--- config.mk ---
export PLATFORM = sky130hd
export DESIGN_NAME = board_power_sequencer_top
export DESIGN_NICKNAME = d
export VERILOG_FILES = /design/src/bps_pkg.sv /design/src/board_power_sequencer_top.sv /design/src/bps_csr.sv /design/src/bps_core.sv
export SDC_FILE = /design/constraint.sdc
export NUM_CORES = 1
export LEC_CHECK = 0
export BUFFER_PORTS_ARGS = -buffer_cell sky130_fd_sc_hd__buf_2
export CAP_MARGIN = 20
export CORE_MARGIN = 2
export CORE_UTILIZATION = 40
export DETAILED_ROUTE_END_ITERATION = 12
export MAX_ROUTING_LAYER = met4
export PLACE_DENSITY = 0.77
export RECOVER_POWER = 50
export SETUP_SLACK_MARGIN = 0.4
export SYNTH_ARGS = -nofsm -noshare
export SYNTH_HDL_FRONTEND = slang
export SYNTH_SLANG_ARGS = --single-unit
export TNS_END_PERCENT = 10
--- constraint.sdc ---
create_clock -name clock -period 4.77 [get_ports clock]
set_input_delay 0.477 -clock clock [delete_from_list [all_inputs] [get_ports clock]]
set_output_delay 0.477 -clock clock [all_outputs]
set_load 0.005 [all_outputs]
--- src/bps_pkg.sv ---
// package with payload types, codes and constants of the board power sequencer
package bps_pkg;

   localparam int PowerupTries = 3;
   localparam int CsrAddrWidth = 3;
   localparam int CsrDataWidth = 32;
   localparam int MaskWidth    = 8;

   typedef enum logic [2:0] {
      PM_INIT    = 3'd0,
      PM_OFF_NPG = 3'd1,
      PM_OFF_PG  = 3'd2,
      PM_POWERUP = 3'd3,
      PM_CHECK   = 3'd4,
      PM_ON      = 3'd5,
      PM_DOWN    = 3'd6,
      PM_CYCLE   = 3'd7
   } power_mode_type;

   typedef enum logic [1:0] {
      REQ_TICK  = 2'd0,
      REQ_EVENT = 2'd1,
      REQ_CYCLE = 2'd2,
      REQ_DOWN  = 2'd3
   } req_kind_type;

   typedef enum logic [1:0] {
      ACT_NONE   = 2'd0,
      ACT_OFF    = 2'd1,
      ACT_ON_SEQ = 2'd2
   } rail_action_type;

   typedef enum logic [2:0] {
      NT_NONE   = 3'd0,
      NT_ON     = 3'd1,
      NT_OFF    = 3'd2,
      NT_OFF_PG = 3'd3,
      NT_OFF_PB = 3'd4,
      NT_REBOOT = 3'd5
   } notify_type;

   localparam logic [CsrAddrWidth-3:0] RegStartEnableMask = 1'b0;

   typedef struct packed {
      logic [1:0] req_type;
      logic [7:0] reason;
      logic       rail_ok;
      logic       ext_pgood;
   } req_payload_type;

   typedef struct packed {
      logic [2:0] state_code;
      logic [7:0] start_reason;
      logic       is_on;
      logic       is_off;
      logic       pgood_filtered;
      logic [1:0] rail_action;
      logic [2:0] notify;
   } rsp_payload_type;

endpackage

--- src/board_power_sequencer_top.sv ---
// top level of the board power sequencer
//
//   port group  direction  handshake        contents
//   req_        in         valid / ready    request type, reason mask, rail_ok, ext_pgood
//   rsp_        out        valid / ready    state, start reason, flags, rail action, notify
//   csr_        in / out   apb, pready = 1  start_enable_mask at byte address 0
//
// a request is held in the input register, then one step of the state machine moves
// it into the result register once that register is free or being emptied; a
// stalled result keeps the request waiting in the input register
// throughput is one request per cycle while the result is not stalled
// reset is synchronous and active high: init state, retry count and reason cleared
// a stalled result holds; the input register still takes one more request behind it
module board_power_sequencer_top #(
   parameter int POWERUP_TRIES = bps_pkg::PowerupTries
) (
   input  logic                              clock,
   input  logic                              reset,
   input  logic                              req_valid,
   output logic                              req_ready,
   input  bps_pkg::req_payload_type          req_payload,
   output logic                              rsp_valid,
   input  logic                              rsp_ready,
   output bps_pkg::rsp_payload_type          rsp_payload,
   input  logic                              csr_psel,
   input  logic                              csr_penable,
   input  logic                              csr_pwrite,
   input  logic [bps_pkg::CsrAddrWidth-1:0]  csr_paddr,
   input  logic [bps_pkg::CsrDataWidth-1:0]  csr_pwdata,
   output logic [bps_pkg::CsrDataWidth-1:0]  csr_prdata,
   output logic                              csr_pready
);

   // input register
   logic                     in_valid_ff, in_valid_in;
   bps_pkg::req_payload_type in_data_ff, in_data_in;
   // result register
   logic                     out_valid_ff, out_valid_in;
   bps_pkg::rsp_payload_type out_data_ff, out_data_in;

   logic                          step_en;
   logic                          req_take;
   logic [bps_pkg::MaskWidth-1:0] start_enable_mask;
   bps_pkg::rsp_payload_type      step_rsp;

   // a request steps when the result register is free or being emptied
   assign step_en   = in_valid_ff && (!out_valid_ff || rsp_ready);
   assign req_ready = !in_valid_ff || step_en;
   assign req_take  = req_valid && req_ready;

   bps_csr u_csr (
      .clock             (clock),
      .reset             (reset),
      .csr_psel          (csr_psel),
      .csr_penable       (csr_penable),
      .csr_pwrite        (csr_pwrite),
      .csr_paddr         (csr_paddr),
      .csr_pwdata        (csr_pwdata),
      .csr_prdata        (csr_prdata),
      .csr_pready        (csr_pready),
      .start_enable_mask (start_enable_mask)
   );

   // state lives here; apart from reset it only changes on a step
   bps_core #(
      .POWERUP_TRIES (POWERUP_TRIES)
   ) u_core (
      .clock             (clock),
      .reset             (reset),
      .step_en           (step_en),
      .req               (in_data_ff),
      .start_enable_mask (start_enable_mask),
      .rsp               (step_rsp)
   );

   always_comb begin
      in_valid_in  = in_valid_ff;
      in_data_in   = in_data_ff;
      out_valid_in = out_valid_ff;
      out_data_in  = out_data_ff;
      if (step_en) begin
         in_valid_in = 1'b0;
      end
      if (req_take) begin
         in_valid_in = 1'b1;
         in_data_in  = req_payload;
      end
      if (rsp_valid && rsp_ready) begin
         out_valid_in = 1'b0;
      end
      if (step_en) begin
         out_valid_in = 1'b1;
         out_data_in  = step_rsp;
      end
   end

   always_ff @(posedge clock) begin
      if (reset) begin
         in_valid_ff  <= 1'b0;
         out_valid_ff <= 1'b0;
      end else begin
         in_valid_ff  <= in_valid_in;
         out_valid_ff <= out_valid_in;
      end
      in_data_ff  <= in_data_in;
      out_data_ff <= out_data_in;
   end

   assign rsp_valid   = out_valid_ff;
   assign rsp_payload = out_data_ff;

endmodule

--- src/bps_csr.sv ---
// configuration register file with the start-enable mask
module bps_csr (
   input  logic                               clock,
   input  logic                               reset,
   input  logic                               csr_psel,
   input  logic                               csr_penable,
   input  logic                               csr_pwrite,
   input  logic [bps_pkg::CsrAddrWidth-1:0]   csr_paddr,
   input  logic [bps_pkg::CsrDataWidth-1:0]   csr_pwdata,
   output logic [bps_pkg::CsrDataWidth-1:0]   csr_prdata,
   output logic                               csr_pready,
   output logic [bps_pkg::MaskWidth-1:0]      start_enable_mask
);

   logic [bps_pkg::MaskWidth-1:0] mask_ff;
   logic [bps_pkg::MaskWidth-1:0] mask_in;
   logic                          hit;
   logic                          wr_en;

   // word index is the address above the byte offset
   assign hit   = (csr_paddr[bps_pkg::CsrAddrWidth-1:2] == bps_pkg::RegStartEnableMask);
   assign wr_en = csr_psel && csr_penable && csr_pwrite && hit;

   always_comb begin
      mask_in = mask_ff;
      if (wr_en) begin
         mask_in = csr_pwdata[bps_pkg::MaskWidth-1:0];
      end
   end

   always_ff @(posedge clock) begin
      if (reset) begin
         mask_ff <= '0;
      end else begin
         mask_ff <= mask_in;
      end
   end

   assign csr_pready        = 1'b1;
   assign csr_prdata        = hit ? {{(bps_pkg::CsrDataWidth-bps_pkg::MaskWidth){1'b0}}, mask_ff}
                                  : '0;
   assign start_enable_mask = mask_ff;

endmodule

--- src/bps_core.sv ---
// sequencer state registers and the one-step transition logic
module bps_core #(
   parameter int POWERUP_TRIES = bps_pkg::PowerupTries
) (
   input  logic                          clock,
   input  logic                          reset,
   input  logic                          step_en,
   input  bps_pkg::req_payload_type      req,
   input  logic [bps_pkg::MaskWidth-1:0] start_enable_mask,
   output bps_pkg::rsp_payload_type      rsp
);

   localparam int RetryWidth = $clog2(POWERUP_TRIES + 1);

   bps_pkg::power_mode_type mode_ff, mode_in;
   logic [RetryWidth-1:0]   retries_ff, retries_in;
   logic [7:0]              reason_ff, reason_in;
   bps_pkg::rail_action_type act;
   bps_pkg::notify_type      nt;
   logic                     accepted;
   logic                     is_off_pre;
   logic                     on, off;

   assign accepted   = |(start_enable_mask & req.reason);
   assign is_off_pre = (mode_ff == bps_pkg::PM_OFF_NPG) || (mode_ff == bps_pkg::PM_OFF_PG);

   always_comb begin
      mode_in    = mode_ff;
      retries_in = retries_ff;
      reason_in  = reason_ff;
      act        = bps_pkg::ACT_NONE;
      nt         = bps_pkg::NT_NONE;
      case (bps_pkg::req_kind_type'(req.req_type))
         bps_pkg::REQ_TICK: begin
            case (mode_ff)
               bps_pkg::PM_INIT: begin
                  if (req.rail_ok) begin
                     mode_in = bps_pkg::PM_ON;
                     nt      = bps_pkg::NT_ON;
                  end else begin
                     mode_in    = bps_pkg::PM_POWERUP;
                     retries_in = RetryWidth'(POWERUP_TRIES);
                  end
               end
               bps_pkg::PM_DOWN: begin
                  act       = bps_pkg::ACT_OFF;
                  nt        = bps_pkg::NT_OFF;
                  reason_in = '0;
                  mode_in   = req.ext_pgood ? bps_pkg::PM_OFF_PG : bps_pkg::PM_OFF_NPG;
               end
               bps_pkg::PM_OFF_NPG: begin
                  if (req.ext_pgood) begin
                     mode_in = bps_pkg::PM_OFF_PG;
                     nt      = bps_pkg::NT_OFF_PG;
                  end
               end
               bps_pkg::PM_OFF_PG: begin
                  if (!req.ext_pgood) begin
                     mode_in = bps_pkg::PM_OFF_NPG;
                     nt      = bps_pkg::NT_OFF_PB;
                  end
               end
               bps_pkg::PM_POWERUP: begin
                  if (retries_ff != '0) begin
                     retries_in = retries_ff - RetryWidth'(1);
                  end
                  mode_in = bps_pkg::PM_CHECK;
                  act     = bps_pkg::ACT_ON_SEQ;
               end
               bps_pkg::PM_CHECK: begin
                  if (req.rail_ok) begin
                     mode_in = bps_pkg::PM_ON;
                     nt      = bps_pkg::NT_ON;
                  end else if (retries_ff != '0) begin
                     act     = bps_pkg::ACT_OFF;
                     mode_in = bps_pkg::PM_POWERUP;
                  end else begin
                     mode_in = bps_pkg::PM_DOWN;
                  end
               end
               bps_pkg::PM_ON: begin
                  if (!req.rail_ok) begin
                     mode_in = bps_pkg::PM_DOWN;
                  end
               end
               default: begin
                  // cycle: rails off, then a fresh power-up
                  act        = bps_pkg::ACT_OFF;
                  nt         = bps_pkg::NT_REBOOT;
                  mode_in    = bps_pkg::PM_POWERUP;
                  retries_in = RetryWidth'(POWERUP_TRIES);
               end
            endcase
         end
         bps_pkg::REQ_EVENT: begin
            if (is_off_pre && accepted) begin
               reason_in  = req.reason;
               mode_in    = bps_pkg::PM_POWERUP;
               retries_in = RetryWidth'(POWERUP_TRIES);
            end
         end
         bps_pkg::REQ_CYCLE: begin
            if (accepted) begin
               reason_in = req.reason;
               mode_in   = bps_pkg::PM_CYCLE;
            end
         end
         default: begin
            if (mode_ff == bps_pkg::PM_ON) begin
               mode_in = bps_pkg::PM_DOWN;
            end
         end
      endcase
   end

   always_ff @(posedge clock) begin
      if (reset) begin
         mode_ff    <= bps_pkg::PM_INIT;
         retries_ff <= '0;
         reason_ff  <= '0;
      end else if (step_en) begin
         mode_ff    <= mode_in;
         retries_ff <= retries_in;
         reason_ff  <= reason_in;
      end
   end

   assign on  = (mode_in == bps_pkg::PM_ON);
   assign off = (mode_in == bps_pkg::PM_OFF_NPG) || (mode_in == bps_pkg::PM_OFF_PG);

   always_comb begin
      rsp.state_code     = mode_in;
      rsp.start_reason   = reason_in;
      rsp.is_on          = on;
      rsp.is_off         = off;
      rsp.pgood_filtered = req.ext_pgood && (on || (mode_in == bps_pkg::PM_OFF_PG));
      rsp.rail_action    = act;
      rsp.notify         = nt;
   end

endmodule

== Word-level counts from Yosys, hierarchy flattened ==
Index checks and enable logic that the tools add are counted.

* Word-level logic and storage cells: 95
* Register bits: 54
* Output and inout bits: 54
* Bits of input ports: 54

* Muxes and demuxes: 33
* Bitwise operators: 2
* $add $sub $neg: 1
* Equal/unequal tests: 15
* Reductions and logical operators: 27

{| class="wikitable"
|+ Operators by type and width
! kind !! count
|-
| $mux 8 || 4
|-
| $mux 3 || 10
|-
| $pmux 8 s3 || 1
|-
| $pmux 3 s7 || 1
|-
| $pmux 3 s5 || 1
|-
| $eq 3x3->1 const B || 4
|-
| $mux 2 || 6
|-
| $pmux 2 s3 || 2
|-
| $eq 3x2->1 const B || 3
|-
| $pmux 3 s3 || 1
|-
| $and 8x8->8 || 1
|-
| $logic_and 1x1->1 || 8
|-
| $reduce_bool 2->1 || 4
|-
| $reduce_or 8->1 || 1
|-
| $eq 3x1->1 const B || 2
|-
| $mux 1 || 6
|-
| $reduce_and 6->1 || 1
|-
| $logic_or 1x1->1 || 5
|-
| $reduce_or 5->1 || 1
|-
| $pmux 2 s2 || 1
|-
| $reduce_or 2->1 || 2
|-
| $reduce_or 4->1 || 1
|-
| $logic_not 3->1 || 1
|-
| $ne 3x2->1 const B || 1
|-
| 9 further kinds || 10
|}

== Longest topological paths before layout ==
Gate-level depths: netlist (run 1).

* Word-level depth: 8
* Depth in mapped cells: 8
* Depth with buffers taken out: 8

== Hierarchy ==
A second synthesis (run 1) with hierarchy kept.

* Cells, all modules: 287
* Area, all modules: 2941.6 um^2

{| class="wikitable"
|+ Modules (own cells, without submodules)
! module !! area an instance (um^2) !! cells an instance !! instances !! sequential area each (um^2)
|-
| bps_core || 1276.2 || 176 || 1 || 260.2
|-
| board_power_sequencer_top || 1034.7 || 41 || 1 || 970.9
|-
| bps_csr || 630.6 || 70 || 1 || 160.2
|}

== Worst setup path before layout (run 1) ==
No wires, ideal clock.

* Kind: register to register
* Start point: register u_core.mode_ff[2]
* End point: register out_data_ff, in the netlist rsp_payload[5] (data pin)
* Buffers on the path: 0
* Slack: 2.741 ns
* Arrival: 1.770 ns
* Required time: 4.510 ns
* Clock period less this slack: 2.029 ns
* Setup time: 0.260 ns
* Cell stages (with the launch flop): 8
* Cells stage by stage: dfxtp_1 -> ha_1 -> and3_1 -> a311oi_1 -> a21oi_1 -> o32a_1 -> nand3_1 -> o22ai_1

{| class="wikitable"
|+ RTL lines
! element !! line !! source
|-
| from (decl) || bps_core.sv:15 || <nowiki>bps_pkg::power_mode_type mode_ff, mode_in;</nowiki>
|-
| from (signal assigned) || bps_core.sv:118 || <nowiki>mode_ff <= bps_pkg::PM_INIT;</nowiki>
|-
| from (signal assigned) || bps_core.sv:122 || <nowiki>mode_ff <= mode_in;</nowiki>
|-
| to (signal assigned) || board_power_sequencer_top.sv:106 || <nowiki>out_data_ff <= out_data_in;</nowiki>
|-
| to (decl) || board_power_sequencer_top.sv:39 || <nowiki>bps_pkg::rsp_payload_type out_data_ff, out_data_in;</nowiki>
|}

==> summary.md, run 1 <==
| Metric | Value |
|---|---|
| Outcome | `finished, final reports clean` |
| CTS tree | `built` |
| Multi-input gate area | `approximately 1400 sq um` |
| CP max FO | `13` |
| Warnings, synthesis | `0` |
| Fraction of layout cells with a size suffix above 1 | `21.23%` |
| Initial antenna violation count | `0` |
| Post-synth top area share | `about a third` |
| Register bit total from synthesis | `between 50 and 60` |
| Vias post-DR | `2300` |
| Vias in the first global route | `a little over 2k` |
| Most common cell in the netlist | `nand2_1` |
| Routed WL | `5.928 mm` |
| Layout area overhead | `10.28%` |
| Postcts setup bufs | `0` |
| Hold violation count in the final report | `0` |
| Clk sinks | `between 50 and 60` |
| Crit end category | `flip-flop` |
| RSZ-0062 raised after global routing | `no` |
| First-pass GRT wire length | `9.770 mm` |
| Critical Path AT | `2.72 ns` |
| GPL Wtd Cong | `0.8246` |
| Residual DRC | `0` |
| Reg2Reg Depth | `6` |
| Clock transition at path regs | `around 0.10 ns` |
| Total CTS buffers | `5` |
| DP Wirelength | `4.216 mm` |
| Peak supply drop | `approximately 0.15 mV` |
| Horiz. Die Dim | `90.18 um` |
| Total global-route track usage | `between 15 and 20%` |
| Area contributors post-synth | `edfxtp_1 (31%), dfxtp_1 (16%), buf_4 (6.6%), nand2_1 (5.8%), nor2_1 (5.2%)` |
| Leak | `1.318 nW` |
| Worst Skew | `0.006523 ns` |
| Post-CTS Resized | `0` |
| Post-synth EDFFs | `31` |
| Fin. max-slew vios | `0` |
| Netlist cell types | `57` |
| Hold buffers post-CTS | `0` |
| Reg2reg setup slack | `between 2 and 2.5 ns` |
| Critical Path Start Type | `flip-flop` |
| Hold_sp | `req_payload[1]` |
| Die Footprint | `8132 sq um` |
| 1st-pass router iterations | `5` |
| Seq/Total Area, Yosys | `46.84%` |
| Hold depth | `1` |
| Worst EP required | `4.83 ns` |
| Core Region | `between 7000 and 8000 sq um` |
| Cells after synthesis | `around 310` |
| Finish-stage setup viols | `0` |
| Worst Hold Class | `in -> reg` |
| Worst flop-to-flop path endpoint | `rsp_payload[8]` |
| R2r startpoint | `in_data_ff[7]` |
| Hold Path End | `in_data_ff[1]` |
| Fin Setup TNS | `0 ns` |
| Cell area power density | `288.6 nW/um^2` |
| Ports | `108` |
| Commonest cells in the netlist | `nand2_1 (46), nor2_1 (41), edfxtp_1 (31)` |
| Mapped Area | `just under 3000 sq um` |
| Register area | `1391 sq um` |
| Min cycle time layout | `2.666 ns` |
| Row Count | `31` |
| Post-route ant nets | `0` |
| Pre-CTS setup slack | `2.120 ns` |
| CTS H-tree lvls | `2` |
| CTS root buf | `clkbuf_8` |
| Leading area contributor after synthesis | `edfxtp_1` |
| Starting density of the core | `about two fifths` |
| Mean Syn Cell Area | `9.551 sq um` |
| Measured slew at the worst slew-check pin | `about 1.0 ns` |
| Die Y | `90.18 um` |
| CTS max path bufs | `2` |
| Iteration-0 DRC Markers | `328` |
| Tot Pwr | `around 0.00095 W` |
| Slew HR | `30.34%` |
| Wirelength per Cell | `12.97 um` |
| Fin nets | `414` |
| Crit Path Category | `reg -> reg` |
| Port bufs | `56` |
| Filler cells | `733` |
| Largest net degree at the start of global routing | `31` |
| Max-cap violations | `0` |
| Fraction of registers with async set/reset | `0%` |
| Antenna Cells | `0` |
| Worst skew pair latency | `0.32 ns` |
| Max Freq | `~0.38 GHz` |
| Vias/cell | `approximately 5` |
| Total gr overflow | `0` |
| Main synth FF type | `edfxtp_1` |
| Final WS setup | `2.104 ns` |
| Fin crit share | `55.89%` |
==> placed cells by master (no fill, tap or decap), drive strengths merged, types with 2 or more instances in the layout <==
cell type	netlist	final
and2b	2	2
and2	2	2
nand2b	2	2
nor3	4	4
mux2	8	8
or2	2	2
edfxtp	31	31
inv	9	10
a22oi	4	4
nand3	3	3
o21ai	5	5
nor2b	15	15
a31oi	4	4
a222oi	8	8
ha	3	3
conb	2	25
nand4	2	2
nand2	48	48
a211oi	10	10
dfxtp	23	23
buf	34	48
clkbuf	6	14
a21oi	16	16
and3	2	2
o221ai	2	2
a311oi	2	2
nor2	43	43
==> final cells by class <==
class,count,area share (%)
Clock buffer,6,2.521
Tap cell,99,3.782
Inverter,9,1.031
Clock inverter,2,0.4966
Multi-Input combinational cell,231,41.41
Timing Repair Buffer,56,8.289
Sequential cell,54,42.48
==> metrics by stage <==
stage               cells  hold WS [ns]  utilization, %  cell area, sq um
CTS                   457        0.3253           45.53              3284
global route          457        0.3181           45.40              3276
detailed placement    449        0.4671           44.16              3186
global placement      449        0.4646           44.16              3186
finish                457        0.3323           45.40              3276
floorplan             334        0.4444               -              3057
==> cells by family after synthesis <==
family / share of synthesized area (%)
fa+ha+maj: 1.264
other cells: 0.2528
flops: 46.84
mux: 3.917
xor+xnor: 0.5477
buf+inv: 10.40
compound gates: 16.26
simple gates: 20.51
==> registers in the layout, summed over array words and instances, names as in the netlist <==
register and count:
in_data_ff 12, in_valid_ff 1, rsp_payload 19, rsp_valid 1, u_core.mode_ff 3, u_core.reason_ff 8, u_core.retries_ff 2, u_csr.start_enable_mask 8
==> worst max-delay path by stage <==
| stage | from | end | slack [ns] |
|---|---|---|---|
| after floorplan | u_core.mode_ff[2] | rsp_payload[5] | 2.74 |
| after global placement | in_data_ff[7] | rsp_payload[12] | 2.20 |
| after detailed placement | in_data_ff[7] | rsp_payload[13] | 2.12 |
| after CTS | in_data_ff[7] | rsp_payload[13] | 2.10 |
| after global routing | in_data_ff[7] | rsp_payload[12] | 1.91 |
| final | in_data_ff[7] | rsp_payload[8] | 2.10 |
==> critical path: stages (launching register included) <==
cell      delay [ns]
edfxtp_1        0.44
a22oi_1         0.26
nand4_2         0.39
nand2_2         0.45
mux2_4          0.33
a222oi_1        0.40
nor2_1          0.13
==> routing by layer <==
metal	wire, um	global-route usage, %	up-vias
li1	-	-	1151
met1	2714	20.46	1048
met2	2722	23.12	94
met3	412	2.766	7
met4	79	5.256	0
met5	0	-	-
==> power breakdown <==
part,internal [W],switching (W)
Clock,0.000120,0.000155
Sequential,0.000520,0.0000235
Combinational,0.0000537,0.0000741
Total,0.000693,0.000252
No activity file was read; power rests on OpenSTA's default activity.
==> run 2, diff against run 1 <==
- PLACE_DENSITY: 0.77 -> 0.79
- clock period: 4.77 -> 2.3 ns (I/O delays scaled with it)
==> summary.md, run 2 (same netlist as run 1, synthesis figures left out) <==
| Metric | Value |
|---|---|
| Crit Path Category | `reg -> reg (unchanged)` |
| Clock transition at path regs | `0.11 ns (was 0.10 ns)` |
| Ports | `108 (unchanged)` |
| Fin cells | `483 (was 457)` |
| Max Freq | `0.4606 GHz (was 0.3751 GHz)` |
| Iteration-0 DRC Markers | `249 (was 328)` |
| Total gr overflow | `0 (unchanged)` |
| Finish-stage setup viols | `0 (unchanged)` |
| Crit end category | `flip-flop (unchanged)` |
| Cell area power density | `572.1 nW/um^2 (was 288.6 nW/um^2)` |
| Fin nets | `440 (was 414)` |
| Total global-route track usage | `15.89% (was 15.18%)` |
| RSZ-0062 raised after global routing | `yes (was no)` |
| Min cycle time layout | `2.171 ns (was 2.666 ns)` |
| Max reg flops | `19 (unchanged)` |
| Critical Path Start Type | `flip-flop (unchanged)` |
| Most frequent cells in the layout | `nand2_1 (46), nor2_1 (40), buf_2 (39), edfxtp_1 (31), conb_1 (25) (was buf_2 (48), nand2_1 (46), nor2_1 (41), edfxtp_1 (31), conb_1 (25))` |
| Die Y | `90.18 um (unchanged)` |
| Residual DRC | `0 (unchanged)` |
| Horiz. Die Dim | `90.18 um (unchanged)` |
| Vias/cell | `4.986 (was 5.033)` |
| Fin. max-slew vios | `0 (unchanged)` |
| Design Area, Final | `3526 sq um (was 3276 sq um)` |
| Worst Skew | `0.01082 ns (was 0.006523 ns)` |
| Hold WS | `0.07457 ns (was 0.3323 ns)` |
| Starting density of the core | `41.17% (unchanged)` |
| Worst EP required | `2.48 ns (was 4.83 ns)` |
| CTS H-tree lvls | `2 (unchanged)` |
| Placed insts | `459 (was 449)` |
| Row Count | `31 (unchanged)` |
| Fraction of layout cells with a size suffix above 1 | `26.04% (was 21.23%)` |
| Filler cells | `711 (was 733)` |
| 1st-pass router iterations | `4 (was 5)` |
| GPL Wtd Cong | `0.9346 (was 0.8246)` |
| Hold violation count in the final report | `0 (unchanged)` |
| Max-cap violations | `0 (unchanged)` |
| CTS tree | `built (unchanged)` |
| Post-route ant nets | `0 (unchanged)` |
| Initial antenna violation count | `0 (unchanged)` |
| Critical Path AT | `2.35 ns (was 2.72 ns)` |
| Outcome | `finished, final reports clean (unchanged)` |
| Peak supply drop | `0.3367 mV (was 0.1495 mV)` |
| Largest net degree at the start of global routing | `31 (unchanged)` |
| DP Wirelength | `4.629 mm (was 4.216 mm)` |
| Port bufs | `56 (unchanged)` |
| Vias in the first global route | `2194 (was 2061)` |
| Worst Hold Class | `in -> reg (unchanged)` |
| First-pass GRT wire length | `10.31 mm (was 9.770 mm)` |
| CTS root buf | `clkbuf_8 (unchanged)` |
| Measured slew at the worst slew-check pin | `1.045 ns (was 1.044 ns)` |
| Worst skew pair latency | `0.32 ns (about the same)` |
| Wirelength per Cell | `13.39 um (was 12.97 um)` |
| Slew HR | `30.26% (was 30.34%)` |
| Core Region | `7214 sq um (unchanged)` |
| Total CTS buffers | `5 (unchanged)` |
| Vias post-DR | `2408 (was 2300)` |
| CTS max path bufs | `2 (unchanged)` |
| Fin crit share | `94.40% (was 55.89%)` |
| Multi-input gate area | `1413 sq um (was 1356 sq um)` |
| Most common cell after layout, fill and taps aside | `nand2_1 (was buf_2)` |
| Area post-placement | `3289 sq um (was 3186 sq um)` |
| Layout area overhead | `18.70% (was 10.28%)` |
| Fin Setup TNS | `0 ns (unchanged)` |
| Die Footprint | `8132 sq um (unchanged)` |
| Register area | `1393 sq um (was 1391 sq um)` |
| Hold buffers post-CTS | `0 (unchanged)` |
| CP max FO | `7 (was 13)` |
| Routed WL | `6.465 mm (was 5.928 mm)` |
| Clk sinks | `54 (unchanged)` |
| Antenna Cells | `0 (unchanged)` |
| Leak | `1.437 nW (was 1.318 nW)` |
| Tot Pwr | `0.002017 W (was 0.0009453 W)` |
## run 2: path summary, 6_finish.rpt
check,start,to,slack (ns),depth (start not counted)
setup / recovery,u_core.mode_ff[0],rsp_payload[6],0.13,8
hold / removal,req_payload[0],in_data_ff[0],0.07,1
setup reg to reg,u_core.mode_ff[0],rsp_payload[6],0.13,8
hold reg to reg,u_csr.start_enable_mask[7],u_csr.start_enable_mask[7],0.49,2
## run 2: where the power goes
part	leakage (nW)	total [W]	switching [W]	internal, W
Combinational	0.900	0.000332	0.000184	0.000148
Sequential	0.487	0.00112	0.0000374	0.00108
Clock	0.0506	0.000569	0.000341	0.000228
## run 2: final cells by class
class	instances	area share (%)
Tap cell	99	3.513
Sequential cell	54	39.50
Timing Repair Buffer	82	13.20
Multi-Input combinational cell	231	40.06
Inverter	9	0.9581
Clock buffer	5	1.952
Clock inverter	3	0.8162
## run 2: worst max-delay path, cell delays in order, from the launching register on
cell and delay (ns):
dfxtp_1 0.51, clkbuf_1 0.29, nor2b_1 0.18, o311ai_1 0.12, a31oi_1 0.23, a211oi_2 0.09, buf_4 0.16, or3_1 0.32
a21oi_2 0.13
## run 2: layer usage
layer	global-route usage, %	vias up	wire length (um)	share of wire [%]
li1	-	1202	-	-
met1	21.84	1110	2918	45
met2	23.75	88	3106	48
met3	2.766	8	354	5.5
met4	5.641	0	87	1.3
met5	-	-	0	0
## run 2: repair_timing
item | 4_1_cts | 5_1_grt
setup buffers | 10 | 6
resized for setup | 5 | 2
pin swaps | 4 | 3
setup endpoints to repair | 24 | 46
## run 2: metrics by stage
stage | setup slack (ns) | utilization [%]
finish | 0.1289 | 48.87
global route | 0.02170 | 48.87
CTS | 0.2080 | 48.53
detailed placement | 0.09292 | 45.59
global placement | 0.1801 | 45.59
floorplan | 0.3727 | -
